$ cat src/asc_pkg.sv
`timescale 1ns / 1ps
package asc_pkg;

	localparam int NUM_CLASSES = 128;
	localparam int IDX_W = (NUM_CLASSES > 2) ? $clog2(NUM_CLASSES) : 1;
	localparam int CNT_W = $clog2(NUM_CLASSES + 1);
	localparam int SCORE_W = 16;
	localparam int TERM_W = 17;
	localparam int SUM_W = IDX_W + TERM_W;
	localparam int EXP_BITS = 12;
	localparam int EXP_CNT_W = $clog2(EXP_BITS);
	localparam int DIV_STEPS = 33;
	localparam int DIV_CNT_W = $clog2(DIV_STEPS + 1);
	localparam int OUT_W = 40;
	localparam logic [63:0] EXP_BASE_Q32 = 64'd4278222805;
	localparam logic [63:0] HALF_Q32 = 64'h0000_0000_8000_0000;
	localparam logic signed [SCORE_W-1:0] SCORE_MIN = 16'sh8000;
	localparam logic [9:0] PERCENT_MAX = 10'd100;
	localparam logic [9:0] DECIMAL_OFFSET = 10'd111;
	localparam logic [9:0] READING_MAX = 10'd127;

	function automatic logic [31:0] exp_factor(input int b);
		logic [63:0] f;
		f = EXP_BASE_Q32;
		for (int i = 0; i < b; i++) begin
			f = (f * f + HALF_Q32) >> 32;
		end
		return f[31:0];
	endfunction

	localparam logic [31:0] EXP_FACT [EXP_BITS] = '{
		exp_factor(0), exp_factor(1), exp_factor(2), exp_factor(3),
		exp_factor(4), exp_factor(5), exp_factor(6), exp_factor(7),
		exp_factor(8), exp_factor(9), exp_factor(10), exp_factor(11)
	};

	typedef struct packed {
		logic                      we;
		logic [IDX_W-1:0]          waddr;
		logic signed [SCORE_W-1:0] wdata;
		logic                      re;
		logic [IDX_W-1:0]          raddr;
	} ram_req_t;

endpackage

$ cat src/asc_score_store.sv
`timescale 1ns / 1ps
module asc_score_store (
	input  logic                              clk,
	input  asc_pkg::ram_req_t                 req,
	output logic signed [asc_pkg::SCORE_W-1:0] rd_data
);

	logic signed [asc_pkg::SCORE_W-1:0] mem [asc_pkg::NUM_CLASSES];

	always_ff @(posedge clk) begin
		if (req.we) begin
			mem[req.waddr] <= req.wdata;
		end
		if (req.re) begin
			rd_data <= mem[req.raddr];
		end
	end

endmodule

$ cat src/asc_exp_unit.sv
`timescale 1ns / 1ps
module asc_exp_unit (
	input  logic                          clk,
	input  logic                          arst_n,
	input  logic                          start,
	input  logic [15:0]                   k,
	output logic                          done,
	output logic [asc_pkg::TERM_W-1:0]    term
);

	logic [asc_pkg::EXP_BITS-1:0]  k_q;
	logic                          big_q;
	logic                          one_q;
	logic [31:0]                   acc_q;
	logic [asc_pkg::EXP_CNT_W-1:0] bit_q;
	logic                          busy_q;
	logic                          done_q;
	logic [31:0]                   fact;
	logic [63:0]                   prod;
	logic [63:0]                   prod_rnd;
	logic [32:0]                   acc_full;
	logic [32:0]                   acc_rnd;

	assign fact = asc_pkg::EXP_FACT[bit_q];
	assign prod = 64'(acc_q) * 64'(fact);
	assign prod_rnd = prod + asc_pkg::HALF_Q32;
	assign acc_full = one_q ? 33'h1_0000_0000 : {1'b0, acc_q};
	assign acc_rnd = acc_full + 33'd32768;
	assign term = big_q ? '0 : acc_rnd[32:16];
	assign done = done_q;

	always_ff @(posedge clk or negedge arst_n) begin
		if (!arst_n) begin
			busy_q <= 1'b0;
			done_q <= 1'b0;
			bit_q <= '0;
		end else begin
			done_q <= 1'b0;
			if (start) begin
				busy_q <= 1'b1;
				bit_q <= '0;
			end else if (busy_q) begin
				if (bit_q == asc_pkg::EXP_CNT_W'(asc_pkg::EXP_BITS - 1)) begin
					busy_q <= 1'b0;
					done_q <= 1'b1;
				end else begin
					bit_q <= bit_q + 1'b1;
				end
			end
		end
	end

	// While the product is still exactly one, a multiply just yields the factor.
	always_ff @(posedge clk) begin
		if (start) begin
			k_q <= k[asc_pkg::EXP_BITS-1:0];
			big_q <= |k[15:asc_pkg::EXP_BITS];
			one_q <= 1'b1;
			acc_q <= '0;
		end else if (busy_q && k_q[bit_q]) begin
			one_q <= 1'b0;
			acc_q <= one_q ? fact : prod_rnd[63:32];
		end
	end

endmodule

$ cat src/asc_divider.sv
`timescale 1ns / 1ps
module asc_divider (
	input  logic                       clk,
	input  logic                       arst_n,
	input  logic                       start,
	input  logic [asc_pkg::SUM_W-1:0]  den,
	output logic                       done,
	output logic [15:0]                conf
);

	logic [32:0]                   num_q;
	logic [asc_pkg::SUM_W-1:0]     rem_q;
	logic [asc_pkg::SUM_W-1:0]     den_q;
	logic [asc_pkg::DIV_CNT_W-1:0] cnt_q;
	logic                          busy_q;
	logic                          done_q;
	logic [asc_pkg::SUM_W:0]       trial;
	logic                          qbit;

	assign trial = {rem_q, num_q[32]};
	assign qbit = trial >= {1'b0, den_q};
	assign done = done_q;
	assign conf = (|num_q[32:16]) ? 16'hFFFF : num_q[15:0];

	always_ff @(posedge clk or negedge arst_n) begin
		if (!arst_n) begin
			busy_q <= 1'b0;
			done_q <= 1'b0;
			cnt_q <= '0;
		end else begin
			done_q <= 1'b0;
			if (start) begin
				busy_q <= 1'b1;
				cnt_q <= '0;
			end else if (busy_q) begin
				if (cnt_q == asc_pkg::DIV_CNT_W'(asc_pkg::DIV_STEPS - 1)) begin
					busy_q <= 1'b0;
					done_q <= 1'b1;
				end else begin
					cnt_q <= cnt_q + 1'b1;
				end
			end
		end
	end

	// Restoring division of 2^32 plus half the sum; quotient bits shift in below.
	always_ff @(posedge clk) begin
		if (start) begin
			den_q <= den;
			rem_q <= '0;
			num_q <= 33'h1_0000_0000 + 33'(den >> 1);
		end else if (busy_q) begin
			rem_q <= qbit ? asc_pkg::SUM_W'(trial - {1'b0, den_q})
				: trial[asc_pkg::SUM_W-1:0];
			num_q <= {num_q[31:0], qbit};
		end
	end

endmodule

$ cat src/argmax_softmax_confidence.sv
`timescale 1ns / 1ps
// Scores are taken one per cycle while a vector loads.
// After the request carrying tlast, each stored score passes through a store read (ST_READ),
// a set-up state (ST_START) and the serial exponential unit (ST_TERM); then the sum is divided.
// No score is taken between the last request and the result.
// Reset clears the control state and the running maximum; the score store is not cleared.
module argmax_softmax_confidence (
	input  logic        clk,
	input  logic        arst_n,
	input  logic        s_tvalid,
	output logic        s_tready,
	input  logic [15:0] s_tdata,  // logit
	input  logic        s_tlast,
	output logic        m_tvalid,
	input  logic        m_tready,
	output logic [39:0] m_tdata   // class_index, confidence, is_decimal, reading, overflow
);

	localparam logic [2:0] ST_LOAD  = 3'd0;
	localparam logic [2:0] ST_READ  = 3'd1;
	localparam logic [2:0] ST_START = 3'd2;
	localparam logic [2:0] ST_TERM  = 3'd3;
	localparam logic [2:0] ST_DIVGO = 3'd4;
	localparam logic [2:0] ST_DIV   = 3'd5;
	localparam logic [2:0] ST_DONE  = 3'd6;

	logic [2:0]                          state_q;
	logic [asc_pkg::CNT_W-1:0]           count_q;
	logic signed [asc_pkg::SCORE_W-1:0]  best_q;
	logic [asc_pkg::IDX_W-1:0]           best_idx_q;
	logic                                drop_q;
	logic [asc_pkg::CNT_W-1:0]           rd_idx_q;
	logic [asc_pkg::SUM_W-1:0]           sum_q;
	logic [15:0]                         conf_q;
	logic                                m_tvalid_q;
	logic [39:0]                         m_tdata_q;

	asc_pkg::ram_req_t                   ram_req;
	logic signed [asc_pkg::SCORE_W-1:0]  rd_data;
	logic signed [asc_pkg::SCORE_W-1:0]  logit;
	logic                                accept;
	logic                                full;
	logic [16:0]                         k_wide;
	logic                                exp_done;
	logic [asc_pkg::TERM_W-1:0]          term;
	logic                                div_done;
	logic [15:0]                         div_conf;
	logic                                out_free;
	logic [7:0]                          idx8;
	logic                                is_dec;
	logic [9:0]                          dec_wide;
	logic [7:0]                          reading;

	assign logit = s_tdata;
	assign s_tready = (state_q == ST_LOAD);
	assign accept = s_tvalid && s_tready;
	assign full = (count_q == asc_pkg::CNT_W'(asc_pkg::NUM_CLASSES));
	assign out_free = !m_tvalid_q || m_tready;

	assign ram_req.we = accept && !full;
	assign ram_req.waddr = count_q[asc_pkg::IDX_W-1:0];
	assign ram_req.wdata = logit;
	assign ram_req.re = (state_q == ST_READ);
	assign ram_req.raddr = rd_idx_q[asc_pkg::IDX_W-1:0];

	assign k_wide = {best_q[15], best_q} - {rd_data[15], rd_data};

	asc_score_store u_store (
		.clk     (clk),
		.req     (ram_req),
		.rd_data (rd_data)
	);

	asc_exp_unit u_exp (
		.clk    (clk),
		.arst_n (arst_n),
		.start  (state_q == ST_START),
		.k      (k_wide[15:0]),
		.done   (exp_done),
		.term   (term)
	);

	asc_divider u_div (
		.clk    (clk),
		.arst_n (arst_n),
		.start  (state_q == ST_DIVGO),
		.den    (sum_q),
		.done   (div_done),
		.conf   (div_conf)
	);

	assign idx8 = 8'(best_idx_q);
	assign is_dec = {2'b00, idx8} > asc_pkg::PERCENT_MAX;
	assign dec_wide = {2'b00, idx8} - asc_pkg::DECIMAL_OFFSET;
	always_comb begin
		if (!is_dec) begin
			reading = idx8;
		end else if (!dec_wide[9] && dec_wide > asc_pkg::READING_MAX) begin
			reading = asc_pkg::READING_MAX[7:0];
		end else begin
			reading = dec_wide[7:0];
		end
	end

	always_ff @(posedge clk or negedge arst_n) begin
		if (!arst_n) begin
			state_q <= ST_LOAD;
			count_q <= '0;
			best_q <= asc_pkg::SCORE_MIN;
			best_idx_q <= '0;
			drop_q <= 1'b0;
			rd_idx_q <= '0;
			m_tvalid_q <= 1'b0;
		end else begin
			if (m_tvalid_q && m_tready && state_q != ST_DONE) begin
				m_tvalid_q <= 1'b0;
			end
			case (state_q)
				ST_LOAD: begin
					if (accept) begin
						if (full) begin
							drop_q <= 1'b1;
						end else begin
							count_q <= count_q + 1'b1;
							if (count_q == '0 || logit > best_q) begin
								best_q <= logit;
								best_idx_q <= count_q[asc_pkg::IDX_W-1:0];
							end
						end
						if (s_tlast) begin
							rd_idx_q <= '0;
							state_q <= ST_READ;
						end
					end
				end
				ST_READ: begin
					state_q <= ST_START;
				end
				ST_START: begin
					state_q <= ST_TERM;
				end
				ST_TERM: begin
					if (exp_done) begin
						if (rd_idx_q + 1'b1 == count_q) begin
							state_q <= ST_DIVGO;
						end else begin
							rd_idx_q <= rd_idx_q + 1'b1;
							state_q <= ST_READ;
						end
					end
				end
				ST_DIVGO: begin
					state_q <= ST_DIV;
				end
				ST_DIV: begin
					if (div_done) begin
						state_q <= ST_DONE;
					end
				end
				ST_DONE: begin
					if (out_free) begin
						m_tvalid_q <= 1'b1;
						count_q <= '0;
						best_q <= asc_pkg::SCORE_MIN;
						best_idx_q <= '0;
						drop_q <= 1'b0;
						state_q <= ST_LOAD;
					end
				end
				default: begin
					state_q <= ST_LOAD;
				end
			endcase
		end
	end

	always_ff @(posedge clk) begin
		if (state_q == ST_READ && rd_idx_q == '0) begin
			sum_q <= '0;
		end else if (state_q == ST_TERM && exp_done) begin
			sum_q <= sum_q + asc_pkg::SUM_W'(term);
		end
		if (state_q == ST_DIV && div_done) begin
			conf_q <= div_conf;
		end
		if (state_q == ST_DONE && out_free) begin
			m_tdata_q <= {7'b0, drop_q, reading, is_dec, conf_q, best_idx_q[6:0]};
		end
	end

	assign m_tvalid = m_tvalid_q;
	assign m_tdata = m_tdata_q;

endmodule

$ cat config.mk
export PLATFORM = sky130hd
export DESIGN_NAME = argmax_softmax_confidence
export DESIGN_NICKNAME = d
export VERILOG_FILES = /design/src/asc_pkg.sv /design/src/asc_score_store.sv /design/src/asc_exp_unit.sv /design/src/asc_divider.sv /design/src/argmax_softmax_confidence.sv
export SDC_FILE = /design/constraint.sdc
export NUM_CORES = 2
export LEC_CHECK = 0
export BUFFER_PORTS_ARGS = -buffer_cell sky130_fd_sc_hd__buf_2
export CAP_MARGIN = 20
export CELL_PAD_IN_SITES_DETAIL_PLACEMENT = 0
export CELL_PAD_IN_SITES_GLOBAL_PLACEMENT = 1
export CORE_MARGIN = 1.5
export CORE_UTILIZATION = 55
export DETAILED_ROUTE_END_ITERATION = 10
export PLACE_DENSITY_LB_ADDON = 0.2
export RECOVER_POWER = 100
export REMOVE_ABC_BUFFERS = 1
export SLEW_MARGIN = 10
export SYNTH_ARGS = -nofsm -noshare
export SYNTH_HDL_FRONTEND = slang
export SYNTH_SLANG_ARGS = --single-unit
$ cat constraint.sdc
create_clock -name clk -period 10.7 [get_ports clk]
set_input_delay 1.07 -clock clk [delete_from_list [all_inputs] [get_ports clk]]
set_output_delay 1.07 -clock clk [all_outputs]
set_load 0.02 [all_outputs]
Word level (Yosys, flattened, before mapping)
Memories as Yosys holds them, arrays and structs flattened. A register that Yosys moved wholly into a read port is not among the register bits.
Cells that the tools add are included.
Word-level totals
  flip-flop bits (word level): 258
  bits in writable memories: 2048
  ROM bits: 512
  input bits: 21
  output and inout port bits: 42
  memories kept: 2
Cells by class
  $add $sub $neg: 11
  $mul: 1
  $lt $le $gt $ge: 6
  equality and inequality tests: 22
  muxes and demuxes: 65
  bitwise logic cells: 2
  reduce and logical (&&, ||, !) cells: 32
Memories
  u_store.mem: depth 128, width 16, read ports 1, clocked after memory_dff 1, wr ports 1, RTL line asc_score_store.sv:8  | logic signed [asc_pkg::SCORE_W-1:0] mem [asc_pkg::NUM_CLASSES];
  (name not given): depth 16, width 32, read ports 1, clocked after memory_dff 0, wr ports 0, RTL line asc_exp_unit.sv:24  | assign fact = asc_pkg::EXP_FACT[bit_q];
Operators with widths (count)
  $mux W33: 3
  $mux W32: 3
  $add A64 B32 Y64 const B: 1
  $mul A32 B32 Y64: 1
  $mux W16: 4
  $mux W8: 7
  $mux W7: 6
  $add A33 B16 Y33 const B: 1
  $add A33 B23 Y33 const A: 1
  $pmux W16 S2: 1
  $pmux W8 S2: 2
  $ge A25 B24 Y1: 1
  $add A24 B17 Y24: 1
  $mux W24: 1
  $sub A24 B24 Y24: 1
  $mux W1: 21
  $pmux W3 S7: 1
  $mux W3: 6
  $mux W6: 3
  $mux W17: 1
  $reduce_or A17 Y1: 1
  $add A8 B1 Y8 const B: 2
  $gt A16 B16 Y1: 1
  $logic_not A8 Y1: 2
  34 further kinds: 67

Logic depth before layout (Yosys ltp)
  word-level depth: 7
  mapped depth: 36
  depth with buffers taken out: 32

By module
From an unflattened synthesis, not the netlist that was laid out.
Unflattened totals
  cells, all modules: 8431
  area total of the unflattened synthesis: 127708.7 um^2
Modules (own cells, without submodules)
  asc_score_store: times used 1, cells each 3086, area each 78683.0 um^2
  asc_exp_unit: times used 1, cells each 4122, area each 36917.9 um^2
  argmax_softmax_confidence: times used 1, cells each 696, area each 6875.3 um^2
  asc_divider: times used 1, cells each 527, area each 5232.5 um^2

Least setup slack after synthesis
Ideal clock, no wire load.
  path type: reg2reg
  start point: reg u_exp.bit_q[1] (netlist bit)
  end point: reg u_exp.acc_q[31]
  setup time: 0.086 ns
  arrival: 8.463 ns
  required time: 10.614 ns
  setup slack: 2.152 ns
  cell stages (with the launch flop): 33
  path buffers: 3
  clock period less this slack: 8.548 ns
  cell sequence: dfrtp_1 clkbuf_1 inv_1 ha_1 buf_2 nor3_1 a211oi_1 a21oi_1 clkbuf_1 nor2b_1 fa_1 fa_1 inv_1 fa_1 fa_1 inv_1 fa_1 inv_1 fa_1 inv_1 fa_1 fa_1 ha_1 nand2_1 or3_1 nor3_1 nor3b_2 nand3_1 a31oi_1 o211a_1 o21ai_1 mux2_1 a211oi_1
Between the ends
  longest elaborated chain between the ends: 7
Ends and longest elaborated chain
  from (decl): RTL line asc_exp_unit.sv:15  | logic [asc_pkg::EXP_CNT_W-1:0] bit_q;
  from (signal assigned): RTL line asc_exp_unit.sv:47  | bit_q <= bit_q + 1'b1;
  $not A4 Y5 (implied by the code): RTL line asc_exp_unit.sv:24
  $mem_v2 Z16 W32
  $mux W32 (implied by the code) (2 in a row): RTL line asc_exp_unit.sv:24
  $mul A32 B32 Y64: RTL line asc_exp_unit.sv:25  | assign prod = 64'(acc_q) * 64'(fact);
  $add A64 B32 Y64: RTL line asc_exp_unit.sv:26  | assign prod_rnd = prod + asc_pkg::HALF_Q32;
  $mux W32: RTL line asc_exp_unit.sv:62  | acc_q <= one_q ? fact : prod_rnd[63:32];
  to (signal assigned): RTL line asc_exp_unit.sv:62
  to (decl): RTL line asc_exp_unit.sv:14  | logic [31:0] acc_q;
Parallel ways exist; a longest one is shown, timed or not. The select of a mux whose other input is x is not followed.
A chain may end at the register's enable or synchronous reset.

Final worst setup path
  start point: reg u_exp.bit_q[0] (netlist bit)
  end point: reg u_exp.acc_q[31]
Same word-level chain as after synthesis.

==> metrics.yaml <==
status: "complete, but fails checks"
violations: "max-capacitance violations, max-slew violations"
cts_tree: "yes"
hold_slack_ns: 0.406
synth_top_area_cell: "edfxtp_1"
synthDistinctLibCells: 79
seq_power_share_pct: 54.5
hold_viol: 0
synthCells: 8314
setup_slack_ns: 0.509
leakage_nw: 50.7
final_common_cell: "edfxtp_1"
track_usage_pct: 28.0
first_pass_iters: 5
synth_enable_flop_cells: 2183
endpoint_kind: "flop"
slew_viol_final: 2461
final.fill_count: 17200
cts-root-buf: "clkbuf_16"
grt_max_degree: 105
grt_first_pass_wirelength_mm: 478
cts.repair.resized: 0
fp.dieArea_um2: 233000
max_slew_margin_pct: -211
cpPeakStageDelay_ns: 0.71
cts_setup_buffers: 0
area_growth_pct: 9.38
pin_count: 63
cpMostUsedCell: "fa_1"
worstPathArrival_ns: 10.94
cts_max_level: 4
hp-class: "flop to flop"
p_per_area_nw_per_um2: 132
wl_per_cell_um: 27.3
synthArstFlopShare_pct: 2.50
total_power_mw: 18.2
clkTransAtPathRegs_ns: 0.06
fin_crit_sh_pct: 95.2
dieWidth_um: 483
synth_warnings: 0
clock_skew_ns: 0.118
pre_cts_ws_ns: 0.804
synth_area_um2: 127000
clk_path_buf_depth: 3
dp_hpwl_mm: 214
crit_type: "flop to flop"
cp.required_ns: 11.44
num_rows: 175
ys_ff_latch: 2322
drc: 0
numCtsBuffers: 223
portBuffers: 55
vias: 70000
die_y_um: 483
setup_viol: 0
clockPowerShare_pct: 44.6
max-cap-violations: 53
place_area_um2: 132000
worstMarginPinSlew_ns: 4.66
via_per_inst: 5.99
p_sw_mw: 3.68
initial_utilization_pct: 55.5
drive_gt1_share_pct: 14.0
vdd_drop_max_mv: 0.177
clk-insertion-delay-late_ns: 0.93
synth.area.top_cells: "edfxtp_1, fa_1, mux4_2"
fmax_mhz: 98.1
nNetsFinal: 9765
design.core.area_um2: 228000
grt_antenna_before_repair: 19
yosysTopAreaCellShare_pct: 51.8
postCtsHoldBufs: 0
rsz0062_at_grt: "false"
comb_power_share_pct: 0.9
drt.antenna.violating_nets: 0
globalplace.congestion: 0.949
synth_top_flop_cell: "edfxtp_1"
layout_common_cells: "edfxtp_1, inv_1, fa_1"
timing.final.crit_period_ns: 10.19
worst_setup_path_start_kind: "flop"
grt-ovfl-total: 0
clock_sinks: 2322
ys_seq_area_share_pct: 54.2
critPathSlowestCell: "a21oi_2"
syn_area_per_cell_um2: 15.2
design_area_um2: 138000
grt_pass1_vias: 73000
power.share.switching_pct: 20.2
drt_wl_total_mm: 319
drtIter0Drc: 6892
cp_max_fo: 19
internal_power_mw: 14.6
## critical path: cells and delay by family (launching register included)
family / cells / cell delay (ns)
mux: 1 / 0.34
flops: 1 / 0.56
fa+ha+maj: 10 / 4.80
buf+inv: 4 / 0.79
simple gates: 4 / 0.61
compound gates: 10 / 2.96
## per-layer routing
metal  GRT usage [%]  vias to the layer above  share of wire [%]
met5               0                        -              0.017
met1            40.4                    37000                 42
met3            4.37                      486                7.4
met2            44.3                     2694                 48
met4            8.46                        8                3.0
li1                -                    29900                  -
## state kept, by name, indices dropped and copies added (netlist names), 12 cells and up
name             cells
u_store.mem       2048
m_tdata             33
u_div.num_q         33
u_exp.acc_q         32
sum_q               24
u_div.den_q         24
u_div.rem_q         24
best_q              16
conf_q              16
u_store.rd_data     16
u_exp.k_q           12
## power groups by stage
stage	sequential [mW]	clock, mW	combinational (mW)
6_report	9.93	8.14	0.163
5_1_grt	9.93	8.58	0.176
3_3_place_gp	10.1	0	0.153
4_1_cts	9.92	8.24	0.168
3_5_place_dp	10.1	0	0.168
2_1_floorplan	10.1	0	0.0110
## cell usage after synthesis, types with 11 or more instances
cell      instances
dfrtp_1          57
and3_1           27
nor2_1          323
ha_1            378
nand3_1          66
o31ai_1          12
a21o_1           56
inv_1           958
nand2b_1         60
dfxtp_1          81
nand2_1         592
o21bai_1         15
nor2b_1         111
a211oi_1         11
o21ai_0         126
edfxtp_1       2183
a31oi_1          16
mux2i_1          37
o211ai_1         20
o21a_1           22
clkbuf_1        356
mux2_2           22
mux4_2          675
buf_1            31
or3_1            26
nor3_1           34
and2_1          601
nand4_1          39
buf_2            53
xnor2_1          66
nor4_1           11
a21oi_1         177
xor2_1           34
fa_1            899
## worst paths after layout
kind / end / slack, ns / start / cells past startpoint
setup / recovery: u_exp.acc_q[31]$_SDFFE_PP0P_ / 0.51 / u_exp.bit_q[0]$_DFFE_PN0P_ / 29
hold / removal: m_tdata[16]$_DFFE_PP_ / 0.41 / conf_q[9]$_SDFFCE_PP1P_ / 0
setup reg to reg: u_exp.acc_q[31]$_SDFFE_PP0P_ / 0.51 / u_exp.bit_q[0]$_DFFE_PN0P_ / 29
hold reg to reg: m_tdata[16]$_DFFE_PP_ / 0.41 / conf_q[9]$_SDFFCE_PP1P_ / 0
max in group asynchronous: rd_idx_q[3]$_DFFE_PN0P_ / 6.76 / arst_n / 2
min in group asynchronous: u_div.cnt_q[2]$_DFFE_PN0P_ / 1.41 / arst_n / 2
## through the flow
| stage | util (%) | TNS (ns) | instances |
|---|---|---|---|
| final | 60.7 | 0 | 11700 |
| after global routing | 60.7 | 0 | 11700 |
| after CTS | 61.0 | 0 | 11700 |
| after detailed placement | 57.7 | 0 | 11200 |
| after global placement | 57.6 | 0 | 11200 |
| after floorplan | - | -517.84 | 7868 |
## layout make-up
cell class                 count  area (µm²)  share of cell area, %
sequential                  2322       68600                   49.6
multi-input combinational   4584       52700                   38.0
clock buffer                 271        5820                   4.20
tap                         3009        3760                   2.72
inverter                     962        3610                   2.61
timing repair buffer         374        2050                   1.48
clock inverter               150        1860                   1.34
antenna                       12        30.0                 0.0217
## cells by family after synthesis
kind of cell,share of synthesized area [%]
flops,54.2
simple gates,7.57
buf+inv,4.29
fa+ha+maj,18.0
mux,12.5
compound gates,2.77
xor+xnor,0.692
other cells,0.00296
Power figures use the tool's default switching activity.
